## config.mk

```make
export PLATFORM = sky130hd
export DESIGN_NAME = hsv_to_rgb_pixel_convert
export DESIGN_NICKNAME = d
export VERILOG_FILES = /design/src/hw/rtl/hsvrgb_pkg.sv /design/src/hw/rtl/hsv_to_rgb_pixel_convert.sv /design/src/hw/rtl/hsvrgb_hue_stage.sv /design/src/hw/rtl/hsvrgb_mix_stage.sv /design/src/hw/rtl/hsvrgb_recip_stage.sv
export SDC_FILE = /design/constraint.sdc
export NUM_CORES = 2
export LEC_CHECK = 0
export ABC_AREA = 1
export BUFFER_PORTS_ARGS = -buffer_cell sky130_fd_sc_hd__buf_2
export CORE_ASPECT_RATIO = 0.7
export CORE_UTILIZATION = 60
export CTS_CLUSTER_DIAMETER = 200
export CTS_CLUSTER_SIZE = 25
export DETAILED_ROUTE_END_ITERATION = 8
export PLACE_DENSITY = 0.82
export SETUP_SLACK_MARGIN = 0.15
export SYNTH_ARGS = -nofsm -noshare
export SYNTH_HDL_FRONTEND = slang
export SYNTH_SLANG_ARGS = --single-unit
```

## constraint.sdc

```tcl
create_clock -name clk -period 12.6 [get_ports clk]
set_input_delay 0.63 -clock clk [delete_from_list [all_inputs] [get_ports clk]]
set_output_delay 0.63 -clock clk [all_outputs]
set_load 0.005 [all_outputs]
```

## src/hw/rtl/hsvrgb_pkg.sv

```systemverilog
// Shared types and constants for the HSV to RGB pixel converter.
package hsvrgb_pkg;

  localparam int NUM_W   = 22;
  localparam int RECIP_W = 23;
  localparam int PROD_W  = NUM_W + RECIP_W;
  localparam int RECIP_SHIFT = 36;

  localparam logic [8:0] FULL_TURN = 9'd360;
  localparam logic [8:0] HUE_60    = 9'd60;
  localparam logic [8:0] HUE_120   = 9'd120;
  localparam logic [8:0] HUE_180   = 9'd180;
  localparam logic [8:0] HUE_240   = 9'd240;
  localparam logic [8:0] HUE_300   = 9'd300;

  localparam logic [NUM_W-1:0]   SECTOR_WEIGHT = 22'd60;
  localparam logic [NUM_W-1:0]   SCALE_DEN     = 22'd15300;
  localparam logic [NUM_W-1:0]   HALF_DEN      = 22'd7650;
  localparam logic [NUM_W-1:0]   MAX_ROUNDED   = 22'd3909150;
  localparam logic [RECIP_W-1:0] RECIP_MUL     = 23'd4491470;

  typedef enum logic [2:0] {
    SECTOR_RED_YELLOW,
    SECTOR_YELLOW_GREEN,
    SECTOR_GREEN_CYAN,
    SECTOR_CYAN_BLUE,
    SECTOR_BLUE_MAGENTA,
    SECTOR_MAGENTA_RED
  } sector_t;

  typedef struct packed {
    logic [7:0] brightness;
    logic [7:0] saturation;
    logic [8:0] hue;
  } pixel_t;

  typedef struct packed {
    sector_t     sector;
    logic [5:0]  k;
    logic [7:0]  v;
    logic [15:0] vs;
  } hue_info_t;

  typedef struct packed {
    logic [NUM_W-1:0] blue;
    logic [NUM_W-1:0] green;
    logic [NUM_W-1:0] red;
  } rgb_num_t;

  typedef struct packed {
    logic [7:0] blue;
    logic [7:0] green;
    logic [7:0] red;
  } rgb_t;

endpackage

```

## src/hw/rtl/hsv_to_rgb_pixel_convert.sv

```systemverilog
// Top level of the HSV to RGB pixel converter stream block.
//
// Converts one HSV pixel per transaction into 8-bit RGB, rounded half up from the exact value
// over the denominator 15300. The block is a four-stage pipeline that takes a new pixel every
// clock while the output is not stalled. Its stages, in order, are the hue stage, the numerator
// stage, the select-and-round stage and the reciprocal-multiply stage, whose register is the
// output register. Each stage holds its own valid bit, so a stalled output only blocks the
// input once every stage is full.
module hsv_to_rgb_pixel_convert (
  input  logic        clk,
  input  logic        rst,
  input  logic        s_axis_tvalid,
  output logic        s_axis_tready,
  input  logic [31:0] s_axis_tdata,  // hue[8:0], saturation[16:9], brightness[24:17], zero
  output logic        m_axis_tvalid,
  input  logic        m_axis_tready,
  output logic [31:0] m_axis_tdata   // red_out[7:0], green_out[15:8], blue_out[23:16], zero
);

  hsvrgb_pkg::pixel_t    pixel;
  hsvrgb_pkg::hue_info_t hue_info;
  hsvrgb_pkg::rgb_num_t  rgb_num;
  hsvrgb_pkg::rgb_t      rgb;
  logic                  hue_valid;
  logic                  hue_ready;
  logic                  num_valid;
  logic                  num_ready;

  assign pixel = s_axis_tdata[24:0];

  hsvrgb_hue_stage u_hue (
    .clk       (clk),
    .rst       (rst),
    .in_valid  (s_axis_tvalid),
    .in_ready  (s_axis_tready),
    .in_data   (pixel),
    .out_valid (hue_valid),
    .out_ready (hue_ready),
    .out_data  (hue_info)
  );

  hsvrgb_mix_stage u_mix (
    .clk       (clk),
    .rst       (rst),
    .in_valid  (hue_valid),
    .in_ready  (hue_ready),
    .in_data   (hue_info),
    .out_valid (num_valid),
    .out_ready (num_ready),
    .out_data  (rgb_num)
  );

  hsvrgb_recip_stage u_recip (
    .clk       (clk),
    .rst       (rst),
    .in_valid  (num_valid),
    .in_ready  (num_ready),
    .in_data   (rgb_num),
    .out_valid (m_axis_tvalid),
    .out_ready (m_axis_tready),
    .out_data  (rgb)
  );

  assign m_axis_tdata = {8'd0, rgb};

`ifndef SYNTHESIS
  a_full_when_blocked: assert property (@(posedge clk) disable iff (rst)
    !s_axis_tready |-> (hue_valid && num_valid && m_axis_tvalid && !m_axis_tready))
    else $error("Input blocked while the pipeline has a free stage.");

  a_weight_range: assert property (@(posedge clk) disable iff (rst)
    hue_valid |-> (hue_info.k <= 6'd60))
    else $error("Hue weight out of range.");

  a_rounded_range: assert property (@(posedge clk) disable iff (rst)
    num_valid |-> (rgb_num.red >= hsvrgb_pkg::HALF_DEN && rgb_num.red <= hsvrgb_pkg::MAX_ROUNDED
                && rgb_num.green >= hsvrgb_pkg::HALF_DEN
                && rgb_num.green <= hsvrgb_pkg::MAX_ROUNDED
                && rgb_num.blue >= hsvrgb_pkg::HALF_DEN
                && rgb_num.blue <= hsvrgb_pkg::MAX_ROUNDED))
    else $error("Channel numerator out of range.");
`endif

endmodule

```

## src/hw/rtl/hsvrgb_hue_stage.sv

```systemverilog
// First pipeline stage: hue reduction, sector and weight, saturation times value.
module hsvrgb_hue_stage (
  input  logic                  clk,
  input  logic                  rst,
  input  logic                  in_valid,
  output logic                  in_ready,
  input  hsvrgb_pkg::pixel_t    in_data,
  output logic                  out_valid,
  input  logic                  out_ready,
  output hsvrgb_pkg::hue_info_t out_data
);

  localparam logic [6:0] HALF_SPAN = 7'd60;
  localparam logic [6:0] SPAN      = 7'd120;

  logic [8:0]            h;
  logic [8:0]            r_full;
  logic [6:0]            r120;
  hsvrgb_pkg::hue_info_t info_next;

  always_comb begin
    h = (in_data.hue >= hsvrgb_pkg::FULL_TURN) ? (in_data.hue - hsvrgb_pkg::FULL_TURN)
                                               : in_data.hue;
    if (h < hsvrgb_pkg::HUE_60) begin
      info_next.sector = hsvrgb_pkg::SECTOR_RED_YELLOW;
    end else if (h < hsvrgb_pkg::HUE_120) begin
      info_next.sector = hsvrgb_pkg::SECTOR_YELLOW_GREEN;
    end else if (h < hsvrgb_pkg::HUE_180) begin
      info_next.sector = hsvrgb_pkg::SECTOR_GREEN_CYAN;
    end else if (h < hsvrgb_pkg::HUE_240) begin
      info_next.sector = hsvrgb_pkg::SECTOR_CYAN_BLUE;
    end else if (h < hsvrgb_pkg::HUE_300) begin
      info_next.sector = hsvrgb_pkg::SECTOR_BLUE_MAGENTA;
    end else begin
      info_next.sector = hsvrgb_pkg::SECTOR_MAGENTA_RED;
    end
    if (h >= hsvrgb_pkg::HUE_240) begin
      r_full = h - hsvrgb_pkg::HUE_240;
    end else if (h >= hsvrgb_pkg::HUE_120) begin
      r_full = h - hsvrgb_pkg::HUE_120;
    end else begin
      r_full = h;
    end
    r120 = r_full[6:0];
    info_next.k  = (r120 < HALF_SPAN) ? r120[5:0] : 6'(SPAN - r120);
    info_next.v  = in_data.brightness;
    info_next.vs = 16'(in_data.saturation) * 16'(in_data.brightness);
  end

  assign in_ready = !out_valid || out_ready;

  always_ff @(posedge clk) begin
    if (rst) begin
      out_valid <= 1'b0;
    end else if (in_ready) begin
      out_valid <= in_valid;
    end
  end

  always_ff @(posedge clk) begin
    if (in_ready && in_valid) begin
      out_data <= info_next;
    end
  end

endmodule

```

## src/hw/rtl/hsvrgb_mix_stage.sv

```systemverilog
// Second and third pipeline stages: channel numerators, sector selection and rounding offset.
module hsvrgb_mix_stage (
  input  logic                  clk,
  input  logic                  rst,
  input  logic                  in_valid,
  output logic                  in_ready,
  input  hsvrgb_pkg::hue_info_t in_data,
  output logic                  out_valid,
  input  logic                  out_ready,
  output hsvrgb_pkg::rgb_num_t  out_data
);

  localparam int W = hsvrgb_pkg::NUM_W;

  hsvrgb_pkg::sector_t sector;
  logic [W-1:0]        n_c;
  logic [W-1:0]        n_z;
  logic [W-1:0]        vsk;
  logic                mid_valid;
  logic                mid_ready;

  logic [W-1:0]         n_c_next;
  logic [W-1:0]         n_z_next;
  logic [W-1:0]         vsk_next;
  logic [W-1:0]         n_x;
  hsvrgb_pkg::rgb_num_t num_next;

  always_comb begin
    n_c_next = W'(in_data.v) * hsvrgb_pkg::SCALE_DEN;
    n_z_next = n_c_next - W'(in_data.vs) * hsvrgb_pkg::SECTOR_WEIGHT;
    vsk_next = W'(in_data.vs) * W'(in_data.k);
  end

  assign in_ready  = !mid_valid || mid_ready;
  assign mid_ready = !out_valid || out_ready;

  always_ff @(posedge clk) begin
    if (rst) begin
      mid_valid <= 1'b0;
    end else if (in_ready) begin
      mid_valid <= in_valid;
    end
  end

  always_ff @(posedge clk) begin
    if (in_ready && in_valid) begin
      sector <= in_data.sector;
      n_c    <= n_c_next;
      n_z    <= n_z_next;
      vsk    <= vsk_next;
    end
  end

  always_comb begin
    n_x = n_z + vsk;
    case (sector)
      hsvrgb_pkg::SECTOR_RED_YELLOW: begin
        num_next.red = n_c; num_next.green = n_x; num_next.blue = n_z;
      end
      hsvrgb_pkg::SECTOR_YELLOW_GREEN: begin
        num_next.red = n_x; num_next.green = n_c; num_next.blue = n_z;
      end
      hsvrgb_pkg::SECTOR_GREEN_CYAN: begin
        num_next.red = n_z; num_next.green = n_c; num_next.blue = n_x;
      end
      hsvrgb_pkg::SECTOR_CYAN_BLUE: begin
        num_next.red = n_z; num_next.green = n_x; num_next.blue = n_c;
      end
      hsvrgb_pkg::SECTOR_BLUE_MAGENTA: begin
        num_next.red = n_x; num_next.green = n_z; num_next.blue = n_c;
      end
      default: begin
        num_next.red = n_c; num_next.green = n_z; num_next.blue = n_x;
      end
    endcase
    num_next.red   = num_next.red + hsvrgb_pkg::HALF_DEN;
    num_next.green = num_next.green + hsvrgb_pkg::HALF_DEN;
    num_next.blue  = num_next.blue + hsvrgb_pkg::HALF_DEN;
  end

  always_ff @(posedge clk) begin
    if (rst) begin
      out_valid <= 1'b0;
    end else if (mid_ready) begin
      out_valid <= mid_valid;
    end
  end

  always_ff @(posedge clk) begin
    if (mid_ready && mid_valid) begin
      out_data <= num_next;
    end
  end

endmodule

```

## src/hw/rtl/hsvrgb_recip_stage.sv

```systemverilog
// Last pipeline stage: division by 15300 through a reciprocal multiply, into the output register.
module hsvrgb_recip_stage (
  input  logic                 clk,
  input  logic                 rst,
  input  logic                 in_valid,
  output logic                 in_ready,
  input  hsvrgb_pkg::rgb_num_t in_data,
  output logic                 out_valid,
  input  logic                 out_ready,
  output hsvrgb_pkg::rgb_t     out_data
);

  localparam int PW = hsvrgb_pkg::PROD_W;
  localparam int SH = hsvrgb_pkg::RECIP_SHIFT;

  logic [PW-1:0]    prod_r;
  logic [PW-1:0]    prod_g;
  logic [PW-1:0]    prod_b;
  hsvrgb_pkg::rgb_t rgb_next;

  always_comb begin
    prod_r = PW'(in_data.red) * PW'(hsvrgb_pkg::RECIP_MUL);
    prod_g = PW'(in_data.green) * PW'(hsvrgb_pkg::RECIP_MUL);
    prod_b = PW'(in_data.blue) * PW'(hsvrgb_pkg::RECIP_MUL);
    rgb_next.red   = prod_r[SH+7:SH];
    rgb_next.green = prod_g[SH+7:SH];
    rgb_next.blue  = prod_b[SH+7:SH];
  end

  assign in_ready = !out_valid || out_ready;

  always_ff @(posedge clk) begin
    if (rst) begin
      out_valid <= 1'b0;
    end else if (in_ready) begin
      out_valid <= in_valid;
    end
  end

  always_ff @(posedge clk) begin
    if (in_ready && in_valid) begin
      out_data <= rgb_next;
    end
  end

endmodule
```

==> impl.org <==
** Global route
- Entering global routing, the biggest net connects 67 pins.
- Via count of the first global-routing pass :: 31000
- Global routing finished with a remaining overflow of 0.
- The first global-routing pass estimated 159000 um of wire.
- Total global-route track usage :: 29.5%
- Antenna violations before repair :: 0

** Logic synthesis
- After synthesis the netlist holds a flip-flop and latch count of 192.
- Leading area contributor after synthesis :: sky130_fd_sc_hd__ha_1
- For this run, asynchronously set or reset flops after synthesis account for 0%.
- Ranked by instance count, the synthesized netlist is headed by 1088 x sky130_fd_sc_hd__inv_1, 793 x sky130_fd_sc_hd__ha_1, 743 x sky130_fd_sc_hd__nand2_1.
- The top cell type by area accounts for 24.7% of the synthesized area.
- Share of synthesized area occupied by flip-flops and latches :: 14.3%
- The netlist uses 51 different library cells.
- Post-synthesis area per instance :: 8.62 um2
- Among all cell types in the netlist, the one instantiated most often is sky130_fd_sc_hd__inv_1.
- Yosys printed 0 warnings.
- Synthesis produced a netlist whose cell count is 4654.
- Post-synth design cell area :: 40100 um2
- Prevailing post-synth register cell :: sky130_fd_sc_hd__edfxtp_1
- Main area contributors after synthesis :: sky130_fd_sc_hd__ha_1 25%, sky130_fd_sc_hd__fa_1 24%, sky130_fd_sc_hd__edfxtp_1 14%
- The synthesized design contains 188 enable-type register cells.

** Finish
- The layout has 5394 filler cells.
- Final net count :: 6006
- Area used by multi-input combinational logic :: 30000 um2
- The area growth from synthesis to layout is 4.50%.
- The number of antenna diodes in the final layout is 0.
- Measured on the finished design, the core utilization comes to 64.0%.
- In the final layout, the share of cells above drive strength 1 is 3.77%.
- Registers take 5730 um2.
- The finished layout holds 5580 standard cells, fillers aside.

** Routing
- Antenna Nets Post-Route :: 0
- Violation count after the first detailed-routing iteration :: 2767
- Routed wire length per instance :: 17.3 um
- Drt drc :: 0
- Summing over every cut layer, the via total after detailed routing is 31200.
- Detailed Route WL :: 96500 um
- The first TritonRoute pass finished after 8 iterations.
- Using the TritonRoute via totals, the vias-per-cell ratio works out to 5.58.

** Flow run
- Max-cap violations :: 0

** Timing
- Worst clock skew on the final layout :: 0.0195 ns
- Tightest hold margin :: 0.325 ns
- Shortest clock period the worst path allows after layout :: 5.87 ns
- Setup total negative slack on the finished layout was measured at 0 ns.
- Worst Max-Slew Pin Slew :: 0.997 ns
- Measured against its own limit, the worst slew margin works out to 33.4%.
- RSZ-0062 raised after global routing :: false
- Setup-violating endpoint count in the final report :: 0
- The number of pins with negative max-slew slack in the final report is 0.
- The final number of hold-violating endpoints was 0.
- The worst path uses 46.6% of the clock period.
- For this run, the top clock speed supported by timing is 0.170 GHz.

** Hold path
- In this run the most critical hold path is launched from rst.
- Worst min-delay path category :: input pin to register

** CTS
- TritonCTS clock tree :: built
- Largest buffer count on any clock path :: 2
- Cts repair resizes :: 0
- Number of buffers added by the clock tree synthesis step :: 17
- The tree is rooted in a sky130_fd_sc_hd__clkbuf_16.
- In this run the number of H-tree levels came out at 4.
- Register clock-pin slew on the reported worst setup and hold paths :: 0.09 ns
- For this design, the CTS-stage hold fixing added 0 buffers.
- Clock network latency to the later pin of the worst-skew pair :: 0.51 ns
- Setup bufs post-CTS :: 0
- Counting every sink on the clock net gives 192.

** Critical path
- Endpoint class of the critical path :: register
- Data arrival, critical path :: 6.11 ns
- For the worst setup path, the data required time is 12.85 ns.
- Reg-to-reg critical path startpoint :: u_mix.out_data[64]$_DFFE_PP_
- The worst setup path is of the register to register kind.
- The most critical setup path has its startpoint at u_mix.out_data[64]$_DFFE_PP_.
- Along the worst path, the maximum fanout reaches 7.
- STA classifies the critical path startpoint as a register.

** Place
- At the end of routability-driven placement, the weighted congestion stood at 1.00.
- Number of placed cells counting well taps :: 5548
- Count of port buffers added during placement :: 54
- Detailed placement finished with a half-perimeter wire length of 83500 um.

** Die
- Number of placement rows :: 78
- Die outline area :: 67900 um2
- Initial Util :: 61.3%
- Pin placement for this block handled 70 I/O pins.
- The floorplan step set the die width to 311 um.
- Die height :: 218 um
- The floorplan step defined a core boundary enclosing 65500 um2.

** Run status
- Status :: finished, final reports clean
-- kinds of logic after synthesis --
| kind of cell | count (synthesis) | synth area share [%] |
|---|---|---|
| simple gates | 1313 | 14.0 |
| fa+ha+maj | 1283 | 49.2 |
| buf+inv | 1147 | 10.9 |
| compound gates | 562 | 8.17 |
| flops | 192 | 14.3 |
| xor+xnor | 156 | 3.41 |
| other cells | 1 | 0.00935 |
-- through the flow --
step	instance area (um2)	worst slack, ns
floorplan	40100	7.38
global placement	41300	6.86
detailed placement	41300	6.80
CTS	41900	6.78
global route	41900	6.35
finish	41900	6.73
-- sequential cells by signal, summed over array words and instances (netlist names), 3 cells and up --
name	count
u_mix.n_z	20
u_mix.n_c	20
u_mix.out_data	66
u_mix.sector	3
u_recip.out_data	24
u_hue.out_data	33
u_mix.vsk	22
-- path summary, 6_finish.rpt --
check | endpoint | slack (ns) | cells past startpoint
worst max-delay path | u_recip.out_data[21]$_DFFE_PP_ | 6.73 | 19
worst min-delay path | u_recip.out_valid$_SDFFE_PP0P_ | 0.32 | 2
worst max register to register | u_recip.out_data[21]$_DFFE_PP_ | 6.73 | 19
worst min register to register | u_mix.sector[0]$_DFFE_PP_ | 0.42 | 0
-- final cells by class --
| class | instances | area share (%) |
|---|---|---|
| multi-input cells | 3322 | 71.7 |
| inverters | 1097 | 9.82 |
| repair buffers | 57 | 0.698 |
| clock buffers | 17 | 1.01 |
| flip-flops and latches | 192 | 13.7 |
| clock inverters | 15 | 0.495 |
| well taps | 880 | 2.63 |
-- worst max-delay path: stages, from the launching register on --
cell and delay (ns):
sky130_fd_sc_hd__edfxtp_1 0.59, sky130_fd_sc_hd__ha_1 0.40, sky130_fd_sc_hd__inv_1 0.06, sky130_fd_sc_hd__fa_1 0.49
sky130_fd_sc_hd__fa_1 0.58, sky130_fd_sc_hd__inv_1 0.06, sky130_fd_sc_hd__ha_1 0.30, sky130_fd_sc_hd__fa_1 0.47
sky130_fd_sc_hd__fa_1 0.56, sky130_fd_sc_hd__inv_1 0.07, sky130_fd_sc_hd__fa_1 0.49, sky130_fd_sc_hd__inv_1 0.04
sky130_fd_sc_hd__ha_1 0.33, sky130_fd_sc_hd__nand2_1 0.16, sky130_fd_sc_hd__nor2_1 0.21, sky130_fd_sc_hd__inv_1 0.09
sky130_fd_sc_hd__nor4_1 0.31, sky130_fd_sc_hd__nand2_1 0.08, sky130_fd_sc_hd__o211ai_1 0.20, sky130_fd_sc_hd__xor2_1 0.10
-- metal layers --
layer,up-vias,wire (um),global-route usage (%)
met5,-,0,0
met4,0,1450,5.45
met3,114,9390,6.26
met2,1223,41200,45.1
met1,14800,44400,43.3
li1,15000,-,-
-- cells in the final DEF (no fill, tap or decap), types with 102 or more instances in the layout --
master and n:
sky130_fd_sc_hd__ha_1 793, sky130_fd_sc_hd__nand3_1 168, sky130_fd_sc_hd__inv_1 1086, sky130_fd_sc_hd__nand2_1 743, sky130_fd_sc_hd__nor2_1 240, sky130_fd_sc_hd__edfxtp_1 188, sky130_fd_sc_hd__o21ai_0 141, sky130_fd_sc_hd__a21oi_1 243
sky130_fd_sc_hd__fa_1 490, sky130_fd_sc_hd__xor2_1 102
Power is left out: the tool's default activity adds up to more than one toggle a clock period on the data nets, which glitch-free logic cannot reach.
